--- src/cbez_pkg.sv ---
// shared constants, types and command/status bundles for the bezier evaluator
package cbez_pkg;

    localparam int T_FRAC_BITS        = 16;
    localparam int T_W                = T_FRAC_BITS + 1;
    localparam int COORD_W            = 32;
    localparam int TOL_W              = 31;
    localparam int NUM_COORDS         = 8;
    localparam int REG_IDX_W          = 3;
    localparam int MA_W               = COORD_W + 1;
    localparam int MB_W               = T_W + 1;
    localparam int PROD_W             = MA_W + MB_W;
    localparam int DEFAULT_ITERATIONS = 16;

    localparam logic [T_W-1:0] T_ONE = T_W'(1) << T_FRAC_BITS;

    typedef enum logic [4:0] {
        S_IDLE,
        S_MID,
        S_UU,
        S_TT,
        S_W0,
        S_W1,
        S_W2,
        S_W3,
        S_P0,
        S_P1,
        S_P2,
        S_P3,
        S_ACC,
        S_ROUND,
        S_CHECK,
        S_OUT
    } state_t;

    typedef enum logic [3:0] {
        MUL_NONE,
        MUL_UU,
        MUL_TT,
        MUL_W0,
        MUL_W1,
        MUL_W2,
        MUL_W3,
        MUL_P0,
        MUL_P1,
        MUL_P2,
        MUL_P3
    } mul_op_t;

    typedef struct packed {
        mul_op_t mul_op;
        logic    sel_z;
        logic    load;
        logic    mid_load;
        logic    check;
        logic    out_load;
    } cmd_t;

    typedef struct packed {
        logic kind;
        logic hit;
        logic below;
        logic above;
    } status_t;

endpackage

--- src/cbez_dp.sv ---
// datapath: coordinate registers, shared multiplier, accumulator and search registers
module cbez_dp (
    input  logic                            clk,
    input  logic                            rst_n,
    input  cbez_pkg::cmd_t                  cmd,
    output cbez_pkg::status_t               status,
    input  logic                            kind,
    input  logic [cbez_pkg::T_W-1:0]        param_t,
    input  logic [cbez_pkg::COORD_W-1:0]    target_z,
    input  logic [cbez_pkg::T_W-1:0]        lower_t,
    input  logic [cbez_pkg::T_W-1:0]        upper_t,
    input  logic [cbez_pkg::TOL_W-1:0]      tolerance,
    input  logic                            cfg_we,
    input  logic [cbez_pkg::REG_IDX_W-1:0]  cfg_index,
    input  logic [cbez_pkg::COORD_W-1:0]    cfg_data,
    output logic [cbez_pkg::COORD_W-1:0]    x_value,
    output logic [cbez_pkg::T_W-1:0]        t_found,
    output logic                            converged
);
    import cbez_pkg::*;

    localparam int CMP_W = COORD_W + 2;
    localparam logic signed [PROD_W-1:0] HALF = PROD_W'(1) << (T_FRAC_BITS - 1);

    function automatic logic [T_W-1:0] clamp_t(input logic [T_W-1:0] v);
        return (v > T_ONE) ? T_ONE : v;
    endfunction

    function automatic logic signed [MA_W-1:0] ext_t(input logic [T_W-1:0] v);
        return $signed({{(MA_W - T_W){1'b0}}, v});
    endfunction

    function automatic logic signed [MB_W-1:0] ext_w(input logic [T_W-1:0] v);
        return $signed({1'b0, v});
    endfunction

    logic [COORD_W-1:0]         coord_reg [NUM_COORDS];
    logic                       kind_reg;
    logic [T_W-1:0]             t_reg;
    logic [T_W-1:0]             lo_reg;
    logic [T_W-1:0]             hi_reg;
    logic [COORD_W-1:0]         target_reg;
    logic [TOL_W-1:0]           tol_reg;
    logic                       conv_reg;
    logic [T_W-1:0]             uu_reg;
    logic [T_W-1:0]             tt_reg;
    logic [T_W-1:0]             w0_reg;
    logic [T_W-1:0]             w1_reg;
    logic [T_W-1:0]             w2_reg;
    logic [T_W-1:0]             w3_reg;
    logic signed [PROD_W-1:0]   prod_reg;
    logic signed [PROD_W-1:0]   prod_next;
    mul_op_t                    op_reg;
    logic signed [PROD_W-1:0]   acc_reg;
    logic [COORD_W-1:0]         eval_reg;
    logic [COORD_W-1:0]         eval_next;
    logic [COORD_W-1:0]         x_value_reg;
    logic [T_W-1:0]             t_found_reg;
    logic                       converged_reg;

    logic [T_W-1:0]             u_val;
    logic [T_W:0]               mid_sum;
    logic [T_W-1:0]             scaled;
    logic [T_W:0]               triple;
    logic signed [MA_W-1:0]     mul_a;
    logic signed [MB_W-1:0]     mul_b;
    logic [REG_IDX_W-1:0]       coord_sel;
    logic [COORD_W-1:0]         coord_val;
    logic signed [PROD_W-1:0]   round_sum;
    logic signed [PROD_W-1:0]   shifted;
    logic signed [CMP_W-1:0]    z_ext;
    logic signed [CMP_W-1:0]    tgt_ext;
    logic signed [CMP_W-1:0]    tol_ext;
    logic signed [CMP_W-1:0]    upper_bound;
    logic signed [CMP_W-1:0]    lower_bound;

    assign u_val   = T_ONE - t_reg;
    assign mid_sum = {1'b0, lo_reg} + {1'b0, hi_reg};
    assign scaled  = prod_reg[T_FRAC_BITS +: T_W];
    assign triple  = {1'b0, scaled} + {scaled, 1'b0};

    // operand select for the shared multiplier
    always_comb
    begin
        mul_a     = '0;
        mul_b     = '0;
        coord_sel = {cmd.sel_z, 2'd0};
        unique case (cmd.mul_op)
            MUL_UU:
            begin
                mul_a = ext_t(u_val);
                mul_b = ext_w(u_val);
            end
            MUL_TT:
            begin
                mul_a = ext_t(t_reg);
                mul_b = ext_w(t_reg);
            end
            MUL_W0:
            begin
                mul_a = ext_t(uu_reg);
                mul_b = ext_w(u_val);
            end
            MUL_W1:
            begin
                mul_a = ext_t(uu_reg);
                mul_b = ext_w(t_reg);
            end
            MUL_W2:
            begin
                mul_a = ext_t(tt_reg);
                mul_b = ext_w(u_val);
            end
            MUL_W3:
            begin
                mul_a = ext_t(tt_reg);
                mul_b = ext_w(t_reg);
            end
            MUL_P0:
            begin
                coord_sel = {cmd.sel_z, 2'd0};
                mul_b     = ext_w(w0_reg);
            end
            MUL_P1:
            begin
                coord_sel = {cmd.sel_z, 2'd1};
                mul_b     = ext_w(w1_reg);
            end
            MUL_P2:
            begin
                coord_sel = {cmd.sel_z, 2'd2};
                mul_b     = ext_w(w2_reg);
            end
            MUL_P3:
            begin
                coord_sel = {cmd.sel_z, 2'd3};
                mul_b     = ext_w(w3_reg);
            end
            default:
            begin
                mul_a = '0;
                mul_b = '0;
            end
        endcase
        coord_val = coord_reg[coord_sel];
        if (cmd.mul_op == MUL_P0 || cmd.mul_op == MUL_P1 ||
            cmd.mul_op == MUL_P2 || cmd.mul_op == MUL_P3)
        begin
            mul_a = $signed({coord_val[COORD_W-1], coord_val});
        end
    end

    assign prod_next = mul_a * mul_b;

    // round half up, then saturate to 32 signed bits
    always_comb
    begin
        round_sum = acc_reg + HALF;
        shifted   = round_sum >>> T_FRAC_BITS;
        if (&shifted[PROD_W-1:COORD_W-1] || ~|shifted[PROD_W-1:COORD_W-1])
        begin
            eval_next = shifted[COORD_W-1:0];
        end
        else if (shifted[PROD_W-1])
        begin
            eval_next = {1'b1, {(COORD_W - 1){1'b0}}};
        end
        else
        begin
            eval_next = {1'b0, {(COORD_W - 1){1'b1}}};
        end
    end

    // tolerance window, wide enough that nothing overflows
    always_comb
    begin
        z_ext       = $signed({{2{eval_reg[COORD_W-1]}}, eval_reg});
        tgt_ext     = $signed({{2{target_reg[COORD_W-1]}}, target_reg});
        tol_ext     = $signed({{(CMP_W - TOL_W){1'b0}}, tol_reg});
        upper_bound = tgt_ext + tol_ext;
        lower_bound = tgt_ext - tol_ext;
    end

    assign status.kind  = kind_reg;
    assign status.hit   = (z_ext < upper_bound) && (z_ext > lower_bound);
    assign status.below = z_ext < tgt_ext;
    assign status.above = z_ext > tgt_ext;

    always_ff @(posedge clk or negedge rst_n)
    begin
        if (!rst_n)
        begin
            for (int i = 0; i < NUM_COORDS; i++)
            begin
                coord_reg[i] <= '0;
            end
            op_reg <= MUL_NONE;
        end
        else
        begin
            if (cfg_we)
            begin
                coord_reg[cfg_index] <= cfg_data;
            end
            op_reg <= cmd.mul_op;
        end
    end

    always_ff @(posedge clk)
    begin
        prod_reg <= prod_next;

        // product of the previous cycle lands in its destination
        unique case (op_reg)
            MUL_UU:  uu_reg  <= scaled;
            MUL_TT:  tt_reg  <= scaled;
            MUL_W0:  w0_reg  <= scaled;
            MUL_W1:  w1_reg  <= triple[T_W-1:0];
            MUL_W2:  w2_reg  <= triple[T_W-1:0];
            MUL_W3:  w3_reg  <= scaled;
            MUL_P0:  acc_reg <= prod_reg;
            MUL_P1:  acc_reg <= acc_reg + prod_reg;
            MUL_P2:  acc_reg <= acc_reg + prod_reg;
            MUL_P3:  acc_reg <= acc_reg + prod_reg;
            default: acc_reg <= acc_reg;
        endcase

        eval_reg <= eval_next;

        if (cmd.load)
        begin
            kind_reg   <= kind;
            t_reg      <= clamp_t(param_t);
            lo_reg     <= clamp_t(lower_t);
            hi_reg     <= clamp_t(upper_t);
            target_reg <= target_z;
            tol_reg    <= tolerance;
            conv_reg   <= ~kind;
        end
        else if (cmd.mid_load)
        begin
            t_reg <= mid_sum[T_W:1];
        end
        else if (cmd.check)
        begin
            if (status.hit)
            begin
                conv_reg <= 1'b1;
            end
            else if (status.below)
            begin
                lo_reg <= t_reg;
            end
            else if (status.above)
            begin
                hi_reg <= t_reg;
            end
        end

        if (cmd.out_load)
        begin
            x_value_reg   <= eval_reg;
            t_found_reg   <= t_reg;
            converged_reg <= conv_reg;
        end
    end

    assign x_value   = x_value_reg;
    assign t_found   = t_found_reg;
    assign converged = converged_reg;

endmodule

--- src/cbez_ctrl.sv ---
// controller: sequences the multiplier schedule, bisection steps and output handshake
module cbez_ctrl #(
    parameter int ITERATIONS = cbez_pkg::DEFAULT_ITERATIONS
) (
    input  logic              clk,
    input  logic              rst_n,
    input  logic              in_valid,
    output logic              in_ready,
    output logic              out_valid,
    input  logic              out_ready,
    output cbez_pkg::cmd_t    cmd,
    input  cbez_pkg::status_t status
);
    import cbez_pkg::*;

    localparam int IW = (ITERATIONS > 1) ? $clog2(ITERATIONS) : 1;
    localparam logic [IW-1:0] LAST_ITER = IW'(ITERATIONS - 1);

    state_t         state_reg;
    state_t         state_next;
    logic [IW-1:0]  iter_reg;
    logic [IW-1:0]  iter_next;
    logic           eval_z_reg;
    logic           eval_z_next;
    logic           out_valid_reg;
    logic           out_valid_next;
    logic           search_done;

    assign search_done = status.hit || !(status.below || status.above) || (iter_reg == LAST_ITER);

    always_comb
    begin
        state_next  = state_reg;
        iter_next   = iter_reg;
        eval_z_next = eval_z_reg;
        unique case (state_reg)
            S_IDLE:
            begin
                if (in_valid)
                begin
                    state_next = S_MID;
                    iter_next  = '0;
                end
            end
            S_MID:
            begin
                state_next  = S_UU;
                eval_z_next = status.kind;
            end
            S_UU:    state_next = S_TT;
            S_TT:    state_next = S_W0;
            S_W0:    state_next = S_W1;
            S_W1:    state_next = S_W2;
            S_W2:    state_next = S_W3;
            S_W3:    state_next = S_P0;
            S_P0:    state_next = S_P1;
            S_P1:    state_next = S_P2;
            S_P2:    state_next = S_P3;
            S_P3:    state_next = S_ACC;
            S_ACC:   state_next = S_ROUND;
            S_ROUND: state_next = eval_z_reg ? S_CHECK : S_OUT;
            S_CHECK:
            begin
                if (search_done)
                begin
                    // final x evaluation at the last midpoint
                    state_next  = S_UU;
                    eval_z_next = 1'b0;
                end
                else
                begin
                    state_next = S_MID;
                    iter_next  = iter_reg + IW'(1);
                end
            end
            S_OUT:
            begin
                if (!out_valid_reg || out_ready)
                begin
                    state_next = S_IDLE;
                end
            end
            default: state_next = S_IDLE;
        endcase
    end

    always_comb
    begin
        cmd          = '0;
        cmd.mul_op   = MUL_NONE;
        cmd.sel_z    = eval_z_reg;
        in_ready     = 1'b0;
        unique case (state_reg)
            S_IDLE:
            begin
                in_ready = 1'b1;
                cmd.load = in_valid;
            end
            S_MID:   cmd.mid_load = status.kind;
            S_UU:    cmd.mul_op = MUL_UU;
            S_TT:    cmd.mul_op = MUL_TT;
            S_W0:    cmd.mul_op = MUL_W0;
            S_W1:    cmd.mul_op = MUL_W1;
            S_W2:    cmd.mul_op = MUL_W2;
            S_W3:    cmd.mul_op = MUL_W3;
            S_P0:    cmd.mul_op = MUL_P0;
            S_P1:    cmd.mul_op = MUL_P1;
            S_P2:    cmd.mul_op = MUL_P2;
            S_P3:    cmd.mul_op = MUL_P3;
            S_CHECK: cmd.check = 1'b1;
            S_OUT:   cmd.out_load = !out_valid_reg || out_ready;
            default: cmd.mul_op = MUL_NONE;
        endcase
        out_valid_next = (out_valid_reg && !out_ready) || cmd.out_load;
    end

    always_ff @(posedge clk or negedge rst_n)
    begin
        if (!rst_n)
        begin
            state_reg     <= S_IDLE;
            iter_reg      <= '0;
            eval_z_reg    <= 1'b0;
            out_valid_reg <= 1'b0;
        end
        else
        begin
            state_reg     <= state_next;
            iter_reg      <= iter_next;
            eval_z_reg    <= eval_z_next;
            out_valid_reg <= out_valid_next;
        end
    end

    assign out_valid = out_valid_reg;

`ifndef SYNTHESIS
    a_iter_bound: assert property (@(posedge clk) disable iff (!rst_n)
        iter_reg <= LAST_ITER)
        else $error("bisection counter past last step");

    a_accept_to_mid: assert property (@(posedge clk) disable iff (!rst_n)
        in_valid && in_ready |=> state_reg == S_MID)
        else $error("accepted beat did not start a job");

    a_check_only_z: assert property (@(posedge clk) disable iff (!rst_n)
        state_reg == S_CHECK |-> eval_z_reg)
        else $error("tolerance check on an x evaluation");

    a_valid_from_out: assert property (@(posedge clk) disable iff (!rst_n)
        $rose(out_valid_reg) |-> $past(state_reg) == S_OUT)
        else $error("result beat raised outside output state");
`endif

endmodule

--- src/cubic_bezier_eval_and_inverse.sv ---
// top level: cubic bezier x evaluation and bisection search on z
//
// channel   direction  handshake             payload
// in        input      in_valid / in_ready   kind, param_t, target_z, lower_t, upper_t, tolerance
// out       output     out_valid / out_ready x_value, t_found, converged
// cfg       input      cfg_we                cfg_index, cfg_data
//
// one cubic evaluation runs ten products on the single 33x18 multiplier
// kind 0: one x evaluation from accept to result; kind 1: one z evaluation per
// bisection step, then an x evaluation at the last midpoint, with up to 16 steps
// rst_n clears the coordinate registers, the controller state and out_valid
// a held result beat does not block the next accept; the next result waits for it
module cubic_bezier_eval_and_inverse #(
    parameter int ITERATIONS = cbez_pkg::DEFAULT_ITERATIONS
) (
    input  logic                            clk,
    input  logic                            rst_n,
    input  logic                            in_valid,
    output logic                            in_ready,
    input  logic                            kind,
    input  logic [cbez_pkg::T_W-1:0]        param_t,
    input  logic [cbez_pkg::COORD_W-1:0]    target_z,
    input  logic [cbez_pkg::T_W-1:0]        lower_t,
    input  logic [cbez_pkg::T_W-1:0]        upper_t,
    input  logic [cbez_pkg::TOL_W-1:0]      tolerance,
    output logic                            out_valid,
    input  logic                            out_ready,
    output logic [cbez_pkg::COORD_W-1:0]    x_value,
    output logic [cbez_pkg::T_W-1:0]        t_found,
    output logic                            converged,
    input  logic                            cfg_we,
    input  logic [cbez_pkg::REG_IDX_W-1:0]  cfg_index,
    input  logic [cbez_pkg::COORD_W-1:0]    cfg_data
);
    import cbez_pkg::*;

    cmd_t    cmd;
    status_t status;

    cbez_ctrl #(
        .ITERATIONS (ITERATIONS)
    ) u_ctrl (
        .clk       (clk),
        .rst_n     (rst_n),
        .in_valid  (in_valid),
        .in_ready  (in_ready),
        .out_valid (out_valid),
        .out_ready (out_ready),
        .cmd       (cmd),
        .status    (status)
    );

    cbez_dp u_dp (
        .clk       (clk),
        .rst_n     (rst_n),
        .cmd       (cmd),
        .status    (status),
        .kind      (kind),
        .param_t   (param_t),
        .target_z  (target_z),
        .lower_t   (lower_t),
        .upper_t   (upper_t),
        .tolerance (tolerance),
        .cfg_we    (cfg_we),
        .cfg_index (cfg_index),
        .cfg_data  (cfg_data),
        .x_value   (x_value),
        .t_found   (t_found),
        .converged (converged)
    );

endmodule
--- config.mk ---
export PLATFORM = sky130hd
export DESIGN_NAME = cubic_bezier_eval_and_inverse
export DESIGN_NICKNAME = d
export VERILOG_FILES = /design/src/cbez_pkg.sv /design/src/cbez_dp.sv /design/src/cbez_ctrl.sv /design/src/cubic_bezier_eval_and_inverse.sv
export SDC_FILE = /design/constraint.sdc
export NUM_CORES = 2
export LEC_CHECK = 0
export BUFFER_PORTS_ARGS = -buffer_cell sky130_fd_sc_hd__buf_2
export CORE_UTILIZATION = 64
export DETAILED_ROUTE_END_ITERATION = 12
export HOLD_SLACK_MARGIN = 0.05
export PLACE_DENSITY = 0.8
export REMOVE_ABC_BUFFERS = 1
export SLEW_MARGIN = 20
export SYNTH_ARGS = -nofsm -noshare
export SYNTH_HDL_FRONTEND = slang
export SYNTH_HIERARCHICAL = 1
export SYNTH_SLANG_ARGS = --single-unit
--- constraint.sdc ---
create_clock -name clk -period 11.35 [get_ports clk]
set_input_delay 0.5675 -clock clk [delete_from_list [all_inputs] [get_ports clk]]
set_output_delay 0.5675 -clock clk [all_outputs]
set_load 0.03 [all_outputs]
* Word level (Yosys, flattened, before mapping)
Cells that the tools add are included.
Cells by class: $mul 1, bitwise operators 3, eq/ne operators 43, reduce and logical (&&, ||, !) cells 38, $add $sub $neg 8, mux-type cells 49, magnitude comparators 10, div/mod/pow operators 0, shift-type cells 0
Operator list (number):
- 17-bit 2-to-1 mux | 16
- 256-bit bitwise mux | 1
- 32-bit 2-to-1 mux | 5
- 17-bit case mux with 6 select lines | 1
- 51-bit case mux with 2 select lines | 1
- 32-bit binary-select mux with 3-bit select | 1
- 32-bit demux with 3-bit select | 1
- 5-bit case mux with 16 select lines | 1
- 17-bit case mux with 4 select lines | 1
- 51-bit by 17-bit adder with 51-bit output, second input constant | 1
- 51-bit adder | 1
- 17-bit greater-than comparator, second input constant | 3
- 33-bit by 18-bit multiplier with 51-bit output | 1
- 5-bit by 4-bit equality test with 1-bit output, second input constant | 8
- 4-bit case mux with 10 select lines | 1
- 32-bit by 32-bit adder with 33-bit output | 1
- 32-bit by 33-bit greater-than comparator with 1-bit output | 1
- 32-bit by 33-bit < comparator with 1-bit output | 1
- 33-bit 2-to-1 mux | 1
- 32-bit by 32-bit subtractor with 33-bit output | 1
- 4-bit by 3-bit equality test with 1-bit output, second input constant | 8
- 32-bit greater-than comparator | 1
- 32-bit < comparator | 1
- 4-bit equality test, second input constant | 7
- 34 further kinds | 87
Word-level totals: bits in registers 673, bits in writable memories 0, memories 0, latch bits 0, output and inout bits 52, bits of input ports 155, memory bits (read-only) 0

* Depth between registers and ports, before layout
word-level depth 10, gate-level depth with buffers 39

* Cells and area by module
Netlist, hierarchy kept.
Modules (own cells, without submodules):
- cbez_dp | area an instance 54373.4 um^2, cells each 5212, sequential area each 17747.0 um^2, instances 1
- cbez_ctrl | area an instance 694.4 um^2, cells each 73, sequential area each 250.2 um^2, instances 1

* Worst setup path before layout
OpenSTA, ideal clock, no wires.
path kind register to register, start point reg u_ctrl.state_reg[0], end point reg u_dp.prod_reg[49], cell stages (with the launch flop) 36, required time 11259 ps, arrival time 8668 ps, period minus slack after synthesis 8759 ps, buffers on the path 6, setup time 91 ps, path slack 2591 ps, cells stage by stage dfrtp_1 > clkbuf_1 > nor2_1 > mux2i_1 > buf_2 > nand2b_1 > nor2_1 > buf_4 > buf_2 > mux4_2 > mux2i_1 > o211a_1 > clkbuf_1 > nor2_1 > fa_1 > inv_1 > fa_1 > fa_1 > inv_1 > fa_1 > fa_1 > inv_1 > fa_1 > inv_1 > ha_1 > buf_2 > and3_1 > nand2_1 > a21oi_1 > and3b_1 > o31a_1 > a21oi_2 > a221o_1 > a221oi_2 > o21ai_1 > a311oi_1
RTL lines:
- start: declaration | line cbez_ctrl.sv:19 | state_t state_reg;
- start signal: assignment | line cbez_ctrl.sv:128 | state_reg <= state_next;
- end signal: assignment | line cbez_dp.sv:211 | prod_reg <= prod_next;
- end: declaration | line cbez_dp.sv:51 | logic signed [PROD_W-1:0] prod_reg;

==> out/metrics.cfg <==
[logic_synthesis]
synth_warnings=6
synthCells=5285
synth_edf_count=319
yosysSeqAreaShare_pct=32.7
synth_area_leaders=fa_1, edfxtp_1, dfrtp_1
yosys-top-cells-count=inv_1, fa_1, nand2_1
synthFlopType=edfxtp_1
ys_ff_latch=672
syn_area_um2=55100
yosys.area.top_type_share_pct=19.3
synthArstFlopShare_pct=40.2
syn_avg_cell_area_um2=10.4
synth_cell_type_count=95
yosysMostFrequentCell=inv_1
synth_largest_area_cell=fa_1

[global_routing]
grt_max_degree=137
grt_pass1_wl_um=228000
gr-total-overflow=0
antenna_found_initial=3
grt_pass1_vias=42247
grt_use_total_pct=34.0

[min_path]
min_from=target_z[24]
hold_end=u_dp/target_reg[24]$_DFFE_PP_
hp-class=primary input to flop
whs_path_depth=1

[detailed_routing]
ant_nets=0
first_pass_iters=6
drtIter0Drc=3598
avgRoutedWirePerCell_um=21.7
drc_errors=0
vias_per_cell=6.12
vias=40699
wl_um=144000

[die]
rows=107
die_h_um=295
initial_utilization_pct=64.7
die_w_um=295
io-pin-count=207
dieArea_um2=87200
coreArea_um2=85100

[placed_design]
dp_cells=6516
dpl-instance-area_um2=57500
io_buffers=206
dpl.hpwl_um=107000
gp_congestion=0.973

[sta]
setup_viol=0
worstMarginPinSlew_ns=1.16
min_period_ns=10.54
timing.fmax_mhz=94.9
period_share_pct=92.8
hold_viol=0
clock_skew_ns=0.0265
slew_viol_final=0
max-slew-margin-rel_pct=22.7
grt_setup_unrepaired=false

[critical_path]
worstPathArrival_ns=11.07
cp-end-kind=flop
path_max_fanout=14
r2r_end=u_dp/prod_reg[49]$_DFF_P_
cpPeakStageDelay_ns=0.79
r2r_setup_slack_ns=0.81
cp-start-kind=flop
path_common_cell=fa_1
setup.worst_path.class=flop to flop
cp.required_ns=11.88
reg2reg_from=u_ctrl/state_reg[1]$_DFFE_PN0P_
cp_slowest_cell=nor3_2
ff2ff_path_depth=30

[layout]
stdcell_count=6655
final_area_um2=60000
nFillCells=6153
nets=6497
drive_gt1_share_pct=14.5
areaGrowthSynthToFinish_pct=8.88
largest_register_ffs=256

[run]
drv_cap=0

[clock_tree]
ctsLongestPathBuffers=3
cts_max_level=3
cts-root-buf=clkbuf_16
cts.sinks=672
insertion_delay_ns=0.66
cts.clk_slew.worst_paths_ns=0.06
cts_tree=built
numCtsBuffers=74

[run_status]
outcome=finished, final reports clean

[critical path: cells and delay by family (launching register included)]
kind | cells | cell delay (ns)
buf+inv | 5 | 0.83
compound gates | 10 | 2.81
fa+ha+maj | 7 | 3.29
flops | 1 | 0.63
xor+xnor | 1 | 0.30
simple gates | 5 | 1.86
mux | 2 | 0.69
[what timing repair did]
action	4_1_cts	5_1_grt
hold endpoints to repair	0	61
resized for setup	0	0
setup buffers	0	0
hold buffers	0	1
[cells in the final DEF (no fill, tap or decap), types with 83 or more instances in the layout]
master / n
nor2_1: 454
edfxtp_1: 319
dfxtp_1: 83
a21oi_1: 231
a21o_1: 153
o21ai_0: 164
fa_1: 530
mux2_2: 258
inv_1: 754
ha_1: 362
nand2_1: 463
buf_2: 205
dfrtp_1: 269
xnor2_1: 135
buf_4: 83
xor2_1: 84
[metal layers]
layer | part of all wire (%) | GRT usage (%) | up-vias
li1 | - | - | 18050
met1 | 38 | 43.8 | 20135
met2 | 47 | 55.3 | 2048
met3 | 9.4 | 6.98 | 464
met4 | 5.2 | 16.0 | 2
met5 | 0.0056 | 0 | -
[logic make-up (layout without fill, tap and decap cells)]
| logic type | Yosys count | in the layout | share of synthesized area [%] |
|---|---|---|---|
| buf+inv | 960 | 1185 | 6.76 |
| xor+xnor | 219 | 219 | 3.48 |
| compound gates | 833 | 833 | 9.80 |
| simple gates | 1347 | 1347 | 11.2 |
| fa+ha+maj | 892 | 892 | 27.5 |
| mux | 362 | 362 | 8.63 |
| other cells | 0 | 1 | 0 |
| flops | 672 | 672 | 32.7 |
[metrics by stage]
stage	utilization, %	hold WS (ns)	setup TNS (ns)	setup WS, ns
global placement	67.5	0.410	0	1.21
finish	70.4	0.0918	0	0.812
CTS	70.4	0.0566	0	0.932
floorplan	-	0.272	-78.64	-2.68
detailed placement	67.5	0.413	0	0.949
global route	70.4	0.0692	0	0.285
[layout make-up]
cell class	count	area [um2]	area share (%)
timing repair buffer	291	1700	2.84
inverter	758	2850	4.75
antenna	1	2.50	0.00417
multi-input combinational	3653	33500	55.9
sequential	672	18000	30.0
tap	1144	1430	2.39
clock buffer	93	2030	3.38
clock inverter	43	418	0.697
[worst max path at each step]
| stage | startpoint | endpoint | slack, ns | cells after the start |
|---|---|---|---|---|
| floorplan | u_ctrl/state_reg[1]$_DFFE_PN0P_ | u_dp/prod_reg[49]$_DFF_P_ | -2.68 | 32 |
| global placement | u_ctrl/state_reg[1]$_DFFE_PN0P_ | u_dp/prod_reg[49]$_DFF_P_ | 1.21 | 30 |
| detailed placement | u_ctrl/state_reg[1]$_DFFE_PN0P_ | u_dp/prod_reg[49]$_DFF_P_ | 0.95 | 29 |
| CTS | u_ctrl/state_reg[1]$_DFFE_PN0P_ | u_dp/prod_reg[49]$_DFF_P_ | 0.93 | 29 |
| global route | u_ctrl/state_reg[1]$_DFFE_PN0P_ | u_dp/prod_reg[49]$_DFF_P_ | 0.28 | 31 |
| finish | u_ctrl/state_reg[1]$_DFFE_PN0P_ | u_dp/prod_reg[49]$_DFF_P_ | 0.81 | 30 |
Power is not shown: default switching activity piles up to over one toggle a cycle in this logic, so the estimate is an artifact.
